--- config.mk ---
export PLATFORM = sky130hd
export DESIGN_NAME = prefix_varint_stream_decoder_flat
export DESIGN_NICKNAME = d
export VERILOG_FILES = /design/src/rtl/pvd_pkg.sv /design/src/rtl/pvd_if.sv /design/src/rtl/prefix_varint_stream_decoder.sv /design/src/flat_wrapper.sv
export SDC_FILE = /design/constraint.sdc
export NUM_CORES = 1
export LEC_CHECK = 0
export ABC_AREA = 1
export BUFFER_PORTS_ARGS = -buffer_cell sky130_fd_sc_hd__buf_4
export CORE_MARGIN = 5
export CORE_UTILIZATION = 61
export DETAILED_ROUTE_END_ITERATION = 8
export PLACE_DENSITY = 0.85
export SLEW_MARGIN = 20
export SYNTH_ARGS = -nofsm -noshare
export SYNTH_HDL_FRONTEND = slang
export SYNTH_SLANG_ARGS = --single-unit
export TNS_END_PERCENT = 50
--- constraint.sdc ---
create_clock -name clock -period 7.6 [get_ports clock]
set_input_delay 1.14 -clock clock [delete_from_list [all_inputs] [get_ports clock]]
set_output_delay 1.14 -clock clock [all_outputs]
set_load 0.01 [all_outputs]
--- src/rtl/pvd_pkg.sv ---
// ----------------------------------------------------------------------------
// pvd_pkg
// Types and constants shared by the prefix varint decoder and its channels.
// ----------------------------------------------------------------------------
package pvd_pkg;

   localparam int BYTE_W  = 8;
   localparam int VALUE_W = 64;
   localparam int COUNT_W = 4;

   typedef logic [BYTE_W-1:0]  byte_type;
   typedef logic [VALUE_W-1:0] value_type;
   typedef logic [COUNT_W-1:0] count_type;

   // Number of following bytes for each multi-byte form.
   localparam count_type FOLLOW_ONE   = 4'd1;
   localparam count_type FOLLOW_TWO   = 4'd2;
   localparam count_type FOLLOW_THREE = 4'd3;
   localparam count_type FOLLOW_FOUR  = 4'd4;
   localparam count_type FOLLOW_EIGHT = 4'd8;
   localparam count_type FOLLOW_NONE  = 4'd0;

endpackage

--- src/rtl/pvd_if.sv ---
// ----------------------------------------------------------------------------
// pvd_if
// Valid/ready channels for encoded bytes in and decoded values out.
// ----------------------------------------------------------------------------
interface pvd_req_if import pvd_pkg::*; ();
   logic     valid;
   logic     ready;
   byte_type data_byte;
   logic     buffer_end;

   modport source (output valid, data_byte, buffer_end, input ready);
   modport sink   (input valid, data_byte, buffer_end, output ready);
endinterface

interface pvd_rsp_if import pvd_pkg::*; ();
   logic      valid;
   logic      ready;
   value_type value;
   logic      truncated;

   modport source (output valid, value, truncated, input ready);
   modport sink   (input valid, value, truncated, output ready);
endinterface

--- src/rtl/prefix_varint_stream_decoder.sv ---
// ----------------------------------------------------------------------------
// prefix_varint_stream_decoder
// Takes one encoded byte per word and emits a decoded 64-bit value, with a
// truncation flag, whenever a value completes or the buffer ends inside one.
// The decoder accepts one byte every clock cycle as long as the output
// register is empty or being drained in the same cycle; a result enters
// the output register in the cycle after the byte that completes it. The
// single output register is what limits throughput: while a result sits
// unread, further bytes wait.
// ----------------------------------------------------------------------------
module prefix_varint_stream_decoder import pvd_pkg::*; (
   input logic            clock,
   input logic            reset,
   pvd_req_if.sink        req_if,
   pvd_rsp_if.source      rsp_if
);

   count_type rem_ff, rem_in;
   value_type acc_ff, acc_in;
   logic      rsp_valid_ff, rsp_valid_in;
   value_type rsp_value_ff;
   logic      rsp_trunc_ff;

   logic      accept;
   logic      emit;
   value_type emit_value;
   logic      emit_trunc;
   value_type acc_shift;
   count_type rem_dec;
   byte_type  b;

   assign req_if.ready     = !rsp_valid_ff || rsp_if.ready;
   assign accept           = req_if.valid && req_if.ready;
   assign rsp_if.valid     = rsp_valid_ff;
   assign rsp_if.value     = rsp_value_ff;
   assign rsp_if.truncated = rsp_trunc_ff;

   assign b         = req_if.data_byte;
   assign acc_shift = {acc_ff[VALUE_W-BYTE_W-1:0], b};
   assign rem_dec   = rem_ff - 4'd1;

   always_comb begin
      emit       = 1'b0;
      emit_value = '0;
      emit_trunc = 1'b0;
      rem_in     = rem_ff;
      acc_in     = acc_ff;
      if (rem_ff != FOLLOW_NONE) begin
         acc_in = acc_shift;
         rem_in = rem_dec;
         if (rem_dec == FOLLOW_NONE) begin
            emit       = 1'b1;
            emit_value = acc_shift;
         end else if (req_if.buffer_end) begin
            emit       = 1'b1;
            emit_trunc = 1'b1;
         end
      end else begin
         unique case (b) inside
            8'b0???????: begin
               emit       = 1'b1;
               emit_value = {{(VALUE_W-BYTE_W){1'b0}}, b};
            end
            8'b10??????: begin
               acc_in = {{(VALUE_W-6){1'b0}}, b[5:0]};
               rem_in = FOLLOW_ONE;
            end
            8'b110?????: begin
               acc_in = {{(VALUE_W-5){1'b0}}, b[4:0]};
               rem_in = FOLLOW_TWO;
            end
            8'b1110????: begin
               acc_in = {{(VALUE_W-4){1'b0}}, b[3:0]};
               rem_in = FOLLOW_THREE;
            end
            8'b111100??: begin
               acc_in = '0;
               rem_in = FOLLOW_FOUR;
            end
            8'b111101??: begin
               acc_in = '0;
               rem_in = FOLLOW_EIGHT;
            end
            default: begin
               emit       = 1'b1;
               emit_value = {{(VALUE_W-2){1'b1}}, ~b[1:0]};
            end
         endcase
         // A multi-byte form that meets the end of the buffer is cut short.
         if (!emit && req_if.buffer_end) begin
            emit       = 1'b1;
            emit_trunc = 1'b1;
         end
      end
      if (emit) begin
         rem_in = FOLLOW_NONE;
         acc_in = '0;
      end
   end

   always_comb begin
      rsp_valid_in = rsp_valid_ff;
      if (accept) begin
         rsp_valid_in = emit;
      end else if (rsp_if.ready) begin
         rsp_valid_in = 1'b0;
      end
   end

   always_ff @(posedge clock) begin
      if (reset) begin
         rem_ff       <= FOLLOW_NONE;
         acc_ff       <= '0;
         rsp_valid_ff <= 1'b0;
      end else begin
         rsp_valid_ff <= rsp_valid_in;
         if (accept) begin
            rem_ff <= rem_in;
            acc_ff <= acc_in;
         end
      end
   end

   always_ff @(posedge clock) begin
      if (accept && emit) begin
         rsp_value_ff <= emit_value;
         rsp_trunc_ff <= emit_trunc;
      end
   end

`ifndef ASSERT_OFF
   a_trunc_zero: assert property (@(posedge clock) disable iff (reset)
      rsp_valid_ff && rsp_trunc_ff |-> rsp_value_ff == '0)
      else $error("truncated word carries a nonzero value");

   a_rem_range: assert property (@(posedge clock) disable iff (reset)
      rem_ff <= FOLLOW_EIGHT)
      else $error("byte count out of range");

   a_last_follow: assert property (@(posedge clock) disable iff (reset)
      accept && rem_ff == FOLLOW_ONE |=> rsp_valid_ff)
      else $error("final following byte gave no result");

   a_end_idle: assert property (@(posedge clock) disable iff (reset)
      accept && req_if.buffer_end |=> rem_ff == FOLLOW_NONE)
      else $error("decoder not idle after end of buffer");
`endif

endmodule

--- src/flat_wrapper.sv ---
// flat-port wrapper written by rule: the top's interface ports become plain ports
module prefix_varint_stream_decoder_flat import pvd_pkg::*;
  (clock, reset, req_if_valid, req_if_data_byte, req_if_buffer_end, req_if_ready, rsp_if_valid, rsp_if_value, rsp_if_truncated, rsp_if_ready);
  pvd_req_if req_if_i ();
  pvd_rsp_if rsp_if_i ();
  input logic clock;
  input logic reset;
  input wire logic [$bits(req_if_i.valid)-1:0] req_if_valid;
  input wire logic [$bits(req_if_i.data_byte)-1:0] req_if_data_byte;
  input wire logic [$bits(req_if_i.buffer_end)-1:0] req_if_buffer_end;
  output wire logic [$bits(req_if_i.ready)-1:0] req_if_ready;
  output wire logic [$bits(rsp_if_i.valid)-1:0] rsp_if_valid;
  output wire logic [$bits(rsp_if_i.value)-1:0] rsp_if_value;
  output wire logic [$bits(rsp_if_i.truncated)-1:0] rsp_if_truncated;
  input wire logic [$bits(rsp_if_i.ready)-1:0] rsp_if_ready;
  assign req_if_i.valid = req_if_valid;
  assign req_if_i.data_byte = req_if_data_byte;
  assign req_if_i.buffer_end = req_if_buffer_end;
  assign req_if_ready = req_if_i.ready;
  assign rsp_if_valid = rsp_if_i.valid;
  assign rsp_if_value = rsp_if_i.value;
  assign rsp_if_truncated = rsp_if_i.truncated;
  assign rsp_if_i.ready = rsp_if_ready;
  prefix_varint_stream_decoder u_core (.clock(clock), .reset(reset), .req_if(req_if_i), .rsp_if(rsp_if_i));
endmodule
# Yosys cells after proc, flatten, opt, wreduce, memory -nomap -nowiden
# Cells that the tools add are included.
[classes]
muxes = 20
addsub = 1
n_bitwise = 2
n_reduce_logical = 15
n_eq_ne = 5
[ops]
columns = ["cell", "count"]
rows = [
  ["$pmux W56 S4", 1],
  ["$mux W64", 2],
  ["$pmux W64 S2", 1],
  ["$mux W56", 2],
  ["$pmux W4 S5", 1],
  ["$eq A6 B6 Y1 const B", 2],
  ["$mux W1", 11],
  ["$mux W4", 2],
  ["$reduce_bool A7 Y1", 1],
  ["$reduce_bool A6 Y1", 1],
  ["$reduce_or A5 Y1", 1],
  ["$eq A4 B4 Y1 const B", 1],
  ["$logic_not A4 Y1", 1],
  ["$reduce_and A2 Y1", 2],
  ["$reduce_bool A4 Y1", 1],
  ["$sub A4 B1 Y4 const B", 1],
  ["$eq A3 B3 Y1 const B", 1],
  ["$logic_and A1 B1 Y1", 3],
  ["$eq A2 B2 Y1 const B", 1],
  ["$logic_not A1 Y1", 2],
  ["$not A2 Y2", 1],
  ["$reduce_bool A2 Y1", 1],
  ["$reduce_or A2 Y1", 1],
  ["$logic_or A1 B1 Y1", 1],
  ["$not A1 Y1", 1],
]
[totals]
inputBits = 13
ff_bits = 126
elab_cells = 48
output_inout_bits = 67

# Longest topological paths before layout
[logic_depth]
word_depth = 10
depth_mapped = 12
depth_no_buf = 11

# Least setup slack after synthesis
# No wires, ideal clock.
[synth_timing]
kind = "input to register"
from = "in req_if_data_byte[3]"
to = "reg u_core.rsp_trunc_ff (netlist: u_core.rsp_if.truncated), enable pin"
path_stages = 6
t_arrival_ns = 2.956
setup_time_ns = 0.419
path_slack_ns = 4.225
t_required_ns = 7.181
n_path_buf = 0
cell_sequence = "inv_1 -> o21ai_1 -> nand2_2 -> nand3_4 -> nand2_4 -> inv_1"
[synth_between]
elab_chain_len = 9
elab_cells_between_ends = 10
cone_classes = "2 x eq/ne; 4 x mux; 4 x reduce/logical"
[synth_rtl]
columns = ["element", "line_no", "text"]
rows = [
  ["from (decl)", "flat_wrapper.sv:9", "input wire logic [$bits(req_if_i.data_byte)-1:0] req_if_data_byte;"],
  ["$eq A6 B6 Y1 (no source line)", "-", ""],
  ["$reduce_or A5 Y1 (no source line) (*)", "-", ""],
  ["$mux W1 (*)", "prefix_varint_stream_decoder.sv:59", "unique case (b) inside"],
  ["$mux W1 (*)", "prefix_varint_stream_decoder.sv:48", "if (rem_ff != FOLLOW_NONE) begin"],
  ["$logic_not A1 Y1", "prefix_varint_stream_decoder.sv:90", "if (!emit && req_if.buffer_end) begin"],
  ["$logic_and A1 B1 Y1", "prefix_varint_stream_decoder.sv:90", ""],
  ["$mux W1 (*)", "prefix_varint_stream_decoder.sv:90", ""],
  ["$mux W1 (*)", "prefix_varint_stream_decoder.sv:48", ""],
  ["$logic_and A1 B1 Y1 (*)", "prefix_varint_stream_decoder.sv:125", "if (accept && emit) begin"],
  ["to (signal assigned)", "prefix_varint_stream_decoder.sv:127", "rsp_trunc_ff <= emit_trunc;"],
  ["to (decl)", "prefix_varint_stream_decoder.sv:22", "logic rsp_trunc_ff;"],
]
# Every way passes the cells marked *; elsewhere a longest branch is shown, timed or not. The select of a mux whose other input is x is not followed.
# A chain may end at the register's enable or synchronous reset.

# Worst setup path after layout
[layout_timing]
from = "reg u_core.rem_ff[0]"
to = "reg u_core.rsp_value_ff[21] (netlist: u_core.rsp_if.value[21]), enable pin"
[layout_between]
elab_chain_len = 5
elab_cells_between_ends = 6
cone_classes = "1 x add/sub; 2 x mux; 3 x reduce/logical"
[layout_rtl]
columns = ["element", "line_no", "text"]
rows = [
  ["from (decl)", "prefix_varint_stream_decoder.sv:18", "count_type rem_ff, rem_in;"],
  ["from (signal assigned)", "prefix_varint_stream_decoder.sv:118", "rem_ff <= rem_in;"],
  ["$sub A4 B1 Y4", "prefix_varint_stream_decoder.sv:40", "assign rem_dec = rem_ff - 4'd1;"],
  ["$logic_not A4 Y1", "prefix_varint_stream_decoder.sv:51", "if (rem_dec == FOLLOW_NONE) begin"],
  ["$mux W1", "prefix_varint_stream_decoder.sv:51", ""],
  ["$mux W1 (*)", "prefix_varint_stream_decoder.sv:48", ""],
  ["$logic_and A1 B1 Y1 (*)", "prefix_varint_stream_decoder.sv:125", ""],
  ["to (signal assigned)", "prefix_varint_stream_decoder.sv:126", "rsp_value_ff <= emit_value;"],
  ["to (decl)", "prefix_varint_stream_decoder.sv:21", "value_type rsp_value_ff;"],
]
# Every way passes the cells marked *; elsewhere a longest branch is shown, timed or not.

==> run_summary.xml <==
<?xml version="1.0" encoding="UTF-8"?>
<metrics>
  <group name="timing">
    <metric name="max-slew-margin-rel" unit="">0.403</metric>
    <metric name="hold_viol_final" unit="">0</metric>
    <metric name="fmax" unit="MHz">366</metric>
    <metric name="fin_ws" unit="ns">4.87</metric>
    <metric name="clock_skew" unit="ns">0.00692</metric>
    <metric name="final-max-slew-violation-count" unit="">0</metric>
    <metric name="setup_total_negative_slack" unit="ns">0</metric>
    <metric name="final_min_period_over_clock_period" unit="">0.360</metric>
    <metric name="report.final.setup_viol" unit="">0</metric>
    <metric name="layout_min_cycle_time" unit="ns">2.73</metric>
    <metric name="rsz0062_at_grt" unit="">false</metric>
    <metric name="worst_pin_slew" unit="ns">0.896</metric>
  </group>
  <group name="synthesis">
    <metric name="synth_top_cell_area_share" unit="">0.373</metric>
    <metric name="synth_sequential_area_ratio" unit="">0.607</metric>
    <metric name="synthesis.yosys.warnings" unit="">0</metric>
    <metric name="ys_seq_elements" unit="">126</metric>
    <metric name="count_of_cell_types_in_the_netlist" unit="">24</metric>
    <metric name="synth.largest_area_cell" unit="">edfxtp_1</metric>
    <metric name="syn-mean-instance-area" unit="µm²">9.70</metric>
    <metric name="netlist_instances" unit="">539</metric>
    <metric name="mappedNetlistNets" unit="">554</metric>
    <metric name="mappedNetlistArea" unit="µm²">5230</metric>
    <metric name="synth_top_cells_by_area" unit="">edfxtp_1, dfxtp_1, o21ai_0, nor2_2, inv_1</metric>
  </group>
  <group name="finish">
    <metric name="utilization" unit="">0.769</metric>
    <metric name="number_of_nets_in_the_final_layout" unit="">619</metric>
    <metric name="mostFrequentLayoutCells" unit="">o21ai_0, buf_4, edfxtp_1, inv_1, dfxtp_1</metric>
    <metric name="multi_input_area" unit="µm²">1640</metric>
    <metric name="final_cell_area" unit="µm²">6380</metric>
    <metric name="layout-area-overhead-vs-synth" unit="%">22.0</metric>
    <metric name="layout.filler_cells" unit="">536</metric>
    <metric name="antenna_cells" unit="">0</metric>
    <metric name="most_frequent_standard_cell_in_the_layout_excluding_fill_and_tap_cells" unit="">o21ai_0</metric>
    <metric name="area.sequential" unit="µm²">3170</metric>
    <metric name="proportion_of_layout_cells_with_a_drive_suffix_above_1" unit="">0.285</metric>
  </group>
  <group name="routing">
    <metric name="drc_errors" unit="">0</metric>
    <metric name="via_density" unit="">5.59</metric>
    <metric name="num_vias" unit="">4036</metric>
    <metric name="route.final.wire_length" unit="µm">11800</metric>
    <metric name="drt_iter0_markers" unit="">355</metric>
    <metric name="detailedRoute.firstPassIterationCount" unit="">6</metric>
    <metric name="ant_nets" unit="">0</metric>
    <metric name="avgRoutedWirePerCell" unit="µm">16.4</metric>
  </group>
  <group name="clocking">
    <metric name="clkTransAtPathRegs" unit="ns">0.06</metric>
    <metric name="cts_setup_buffers" unit="">0</metric>
    <metric name="clock_tree.htree_level_count" unit="">4</metric>
    <metric name="clockRootBuffer" unit="">clkbuf_8</metric>
    <metric name="cts_hold_buffers" unit="">0</metric>
    <metric name="clock_latency" unit="ns">0.52</metric>
    <metric name="numClockSinks" unit="">126</metric>
    <metric name="cts_made_buffers" unit="">17</metric>
    <metric name="cts_resized" unit="">0</metric>
    <metric name="clock_path_buffers" unit="">2</metric>
    <metric name="tritoncts" unit="">done</metric>
  </group>
  <group name="run_status">
    <metric name="outcome" unit="">finished clean</metric>
  </group>
  <group name="power">
    <metric name="cellPowerDensity" unit="nW/µm²">279</metric>
    <metric name="power.leakage" unit="µW">0.00251</metric>
    <metric name="power.ir.vdd_worst" unit="mV">0.185</metric>
  </group>
  <group name="critical_path">
    <metric name="crit_arrival" unit="ns">2.87</metric>
    <metric name="setup.reg_to_reg.worst_slack" unit="ns">4.87</metric>
    <metric name="critical_path_class" unit="">flop to flop</metric>
    <metric name="cp.required" unit="ns">7.74</metric>
    <metric name="worstPathMaxFanout" unit="">65</metric>
    <metric name="critical_path.endpoint_type" unit="">flop</metric>
    <metric name="critical_path.startpoint_type" unit="">flop</metric>
  </group>
  <group name="global_route">
    <metric name="initial_antenna_violation_count" unit="">0</metric>
    <metric name="via_count_of_the_first_global_routing_pass" unit="">3943</metric>
    <metric name="grtUsageTotal" unit="">0.236</metric>
    <metric name="grt_overflow_total" unit="">0</metric>
    <metric name="first_pass_grt_wire_length" unit="µm">19000</metric>
    <metric name="grt_start_max_net_pins" unit="">112</metric>
  </group>
  <group name="run">
    <metric name="max-cap-violations" unit="">0</metric>
  </group>
  <group name="place">
    <metric name="postPlaceCellArea" unit="µm²">5790</metric>
    <metric name="dpl_worst_slack" unit="ns">4.56</metric>
    <metric name="place.detailed.hpwl" unit="µm">6790</metric>
    <metric name="port-buffer-count" unit="">79</metric>
    <metric name="routabilityCongestion" unit="">0.819</metric>
  </group>
  <group name="worst_hold_path">
    <metric name="hold_class" unit="">flop to flop</metric>
  </group>
  <group name="floorplan">
    <metric name="die_y_extent" unit="µm">103</metric>
    <metric name="die-width" unit="µm">103</metric>
    <metric name="floorplan.io_pins" unit="">80</metric>
    <metric name="overall_die_area" unit="µm²">10500</metric>
    <metric name="design.core.area" unit="µm²">8300</metric>
    <metric name="cell_rows" unit="">33</metric>
    <metric name="start_util" unit="">0.630</metric>
  </group>
</metrics>
-- per-stage QoR --
stage	std cells	hold WS (ns)	total power (µW)
final	722	0.469	1780
after global routing	722	0.495	1850
after CTS	722	0.471	1800
after detailed placement	690	0.463	999
after global placement	690	0.456	992
after floorplan	539	0.444	929
-- path summary, 6_finish.rpt --
| path | startpoint | end | cells after the start |
|---|---|---|---|
| worst max register to register | u_core.rem_ff[0] | u_core.rsp_if.value[21] | 11 |
| worst min-delay path | u_core.acc_ff[6] | u_core.acc_ff[6] | 2 |
| worst max-delay path | u_core.rem_ff[0] | u_core.rsp_if.value[21] | 11 |
| worst min register to register | u_core.acc_ff[6] | u_core.acc_ff[6] | 2 |
-- cell usage after synthesis --
| cell | n |
|---|---|
| nand2_4 | 4 |
| mux2i_1 | 2 |
| buf_6 | 5 |
| buf_1 | 2 |
| o211ai_1 | 1 |
| o21ai_0 | 154 |
| nand3_1 | 6 |
| buf_2 | 7 |
| dfxtp_1 | 61 |
| inv_2 | 3 |
| clkbuf_1 | 20 |
| buf_4 | 1 |
| edfxtp_1 | 65 |
| nand2_1 | 40 |
| nand2_2 | 3 |
| nand3_2 | 1 |
| nand4_1 | 4 |
| nor2_2 | 52 |
| nor2_1 | 33 |
| nand3_4 | 2 |
| ha_1 | 2 |
| a21oi_1 | 7 |
| o21ai_1 | 2 |
| inv_1 | 62 |
-- sequential cells by signal, summed over array words and instances (netlist names) --
signal and flops:
u_core.rsp_if.truncated 1, u_core.rsp_if.valid 1, u_core.rem_ff 4, u_core.rsp_if.value 64, u_core.acc_ff 56
-- critical path, cell delays in order, from the launching register on --
cell     delay [ns]
dfxtp_1        0.32
inv_1          0.11
ha_1           0.25
inv_1          0.06
nand2_1        0.07
nand2_2        0.06
nor2_2         0.12
nand2_4        0.29
nand3_4        0.22
nand2_4        0.08
inv_2          0.05
buf_4          0.62
-- kinds of logic after synthesis --
| kind of cell | Yosys count | share of synthesized area |
|---|---|---|
| flip-flops | 126 | 0.607 |
| AO/OA/AOI/OAI | 164 | 0.157 |
| multiplexers | 2 | 0.00383 |
| adder cells (fa/ha/maj) | 2 | 0.00478 |
| AND/OR/NAND/NOR | 145 | 0.146 |
| buffers and inverters | 100 | 0.0813 |
-- area by class of cell --
| class | instances | share of cell area |
|---|---|---|
| multi-input combinational | 313 | 0.257 |
| tap | 105 | 0.0206 |
| clock inverter | 14 | 0.0265 |
| clock buffer | 18 | 0.0655 |
| sequential | 126 | 0.497 |
| timing repair buffer | 81 | 0.0953 |
| inverter | 65 | 0.0382 |
-- report_power, final --
group / total, µW / internal [µW] / switching [µW]
Sequential: 785 / 766 / 18.8
Clock: 792 / 499 / 293
Combinational: 206 / 69.3 / 136
-- metal layers --
metal  GRT usage  part of all wire  vias up
met4      0.0979             0.023        0
met1       0.295              0.40     1902
li1            -                 -     1922
met3      0.0602             0.063       27
met5           0                 0        -
met2       0.390              0.52      185
(Power assumes the default switching activity.)
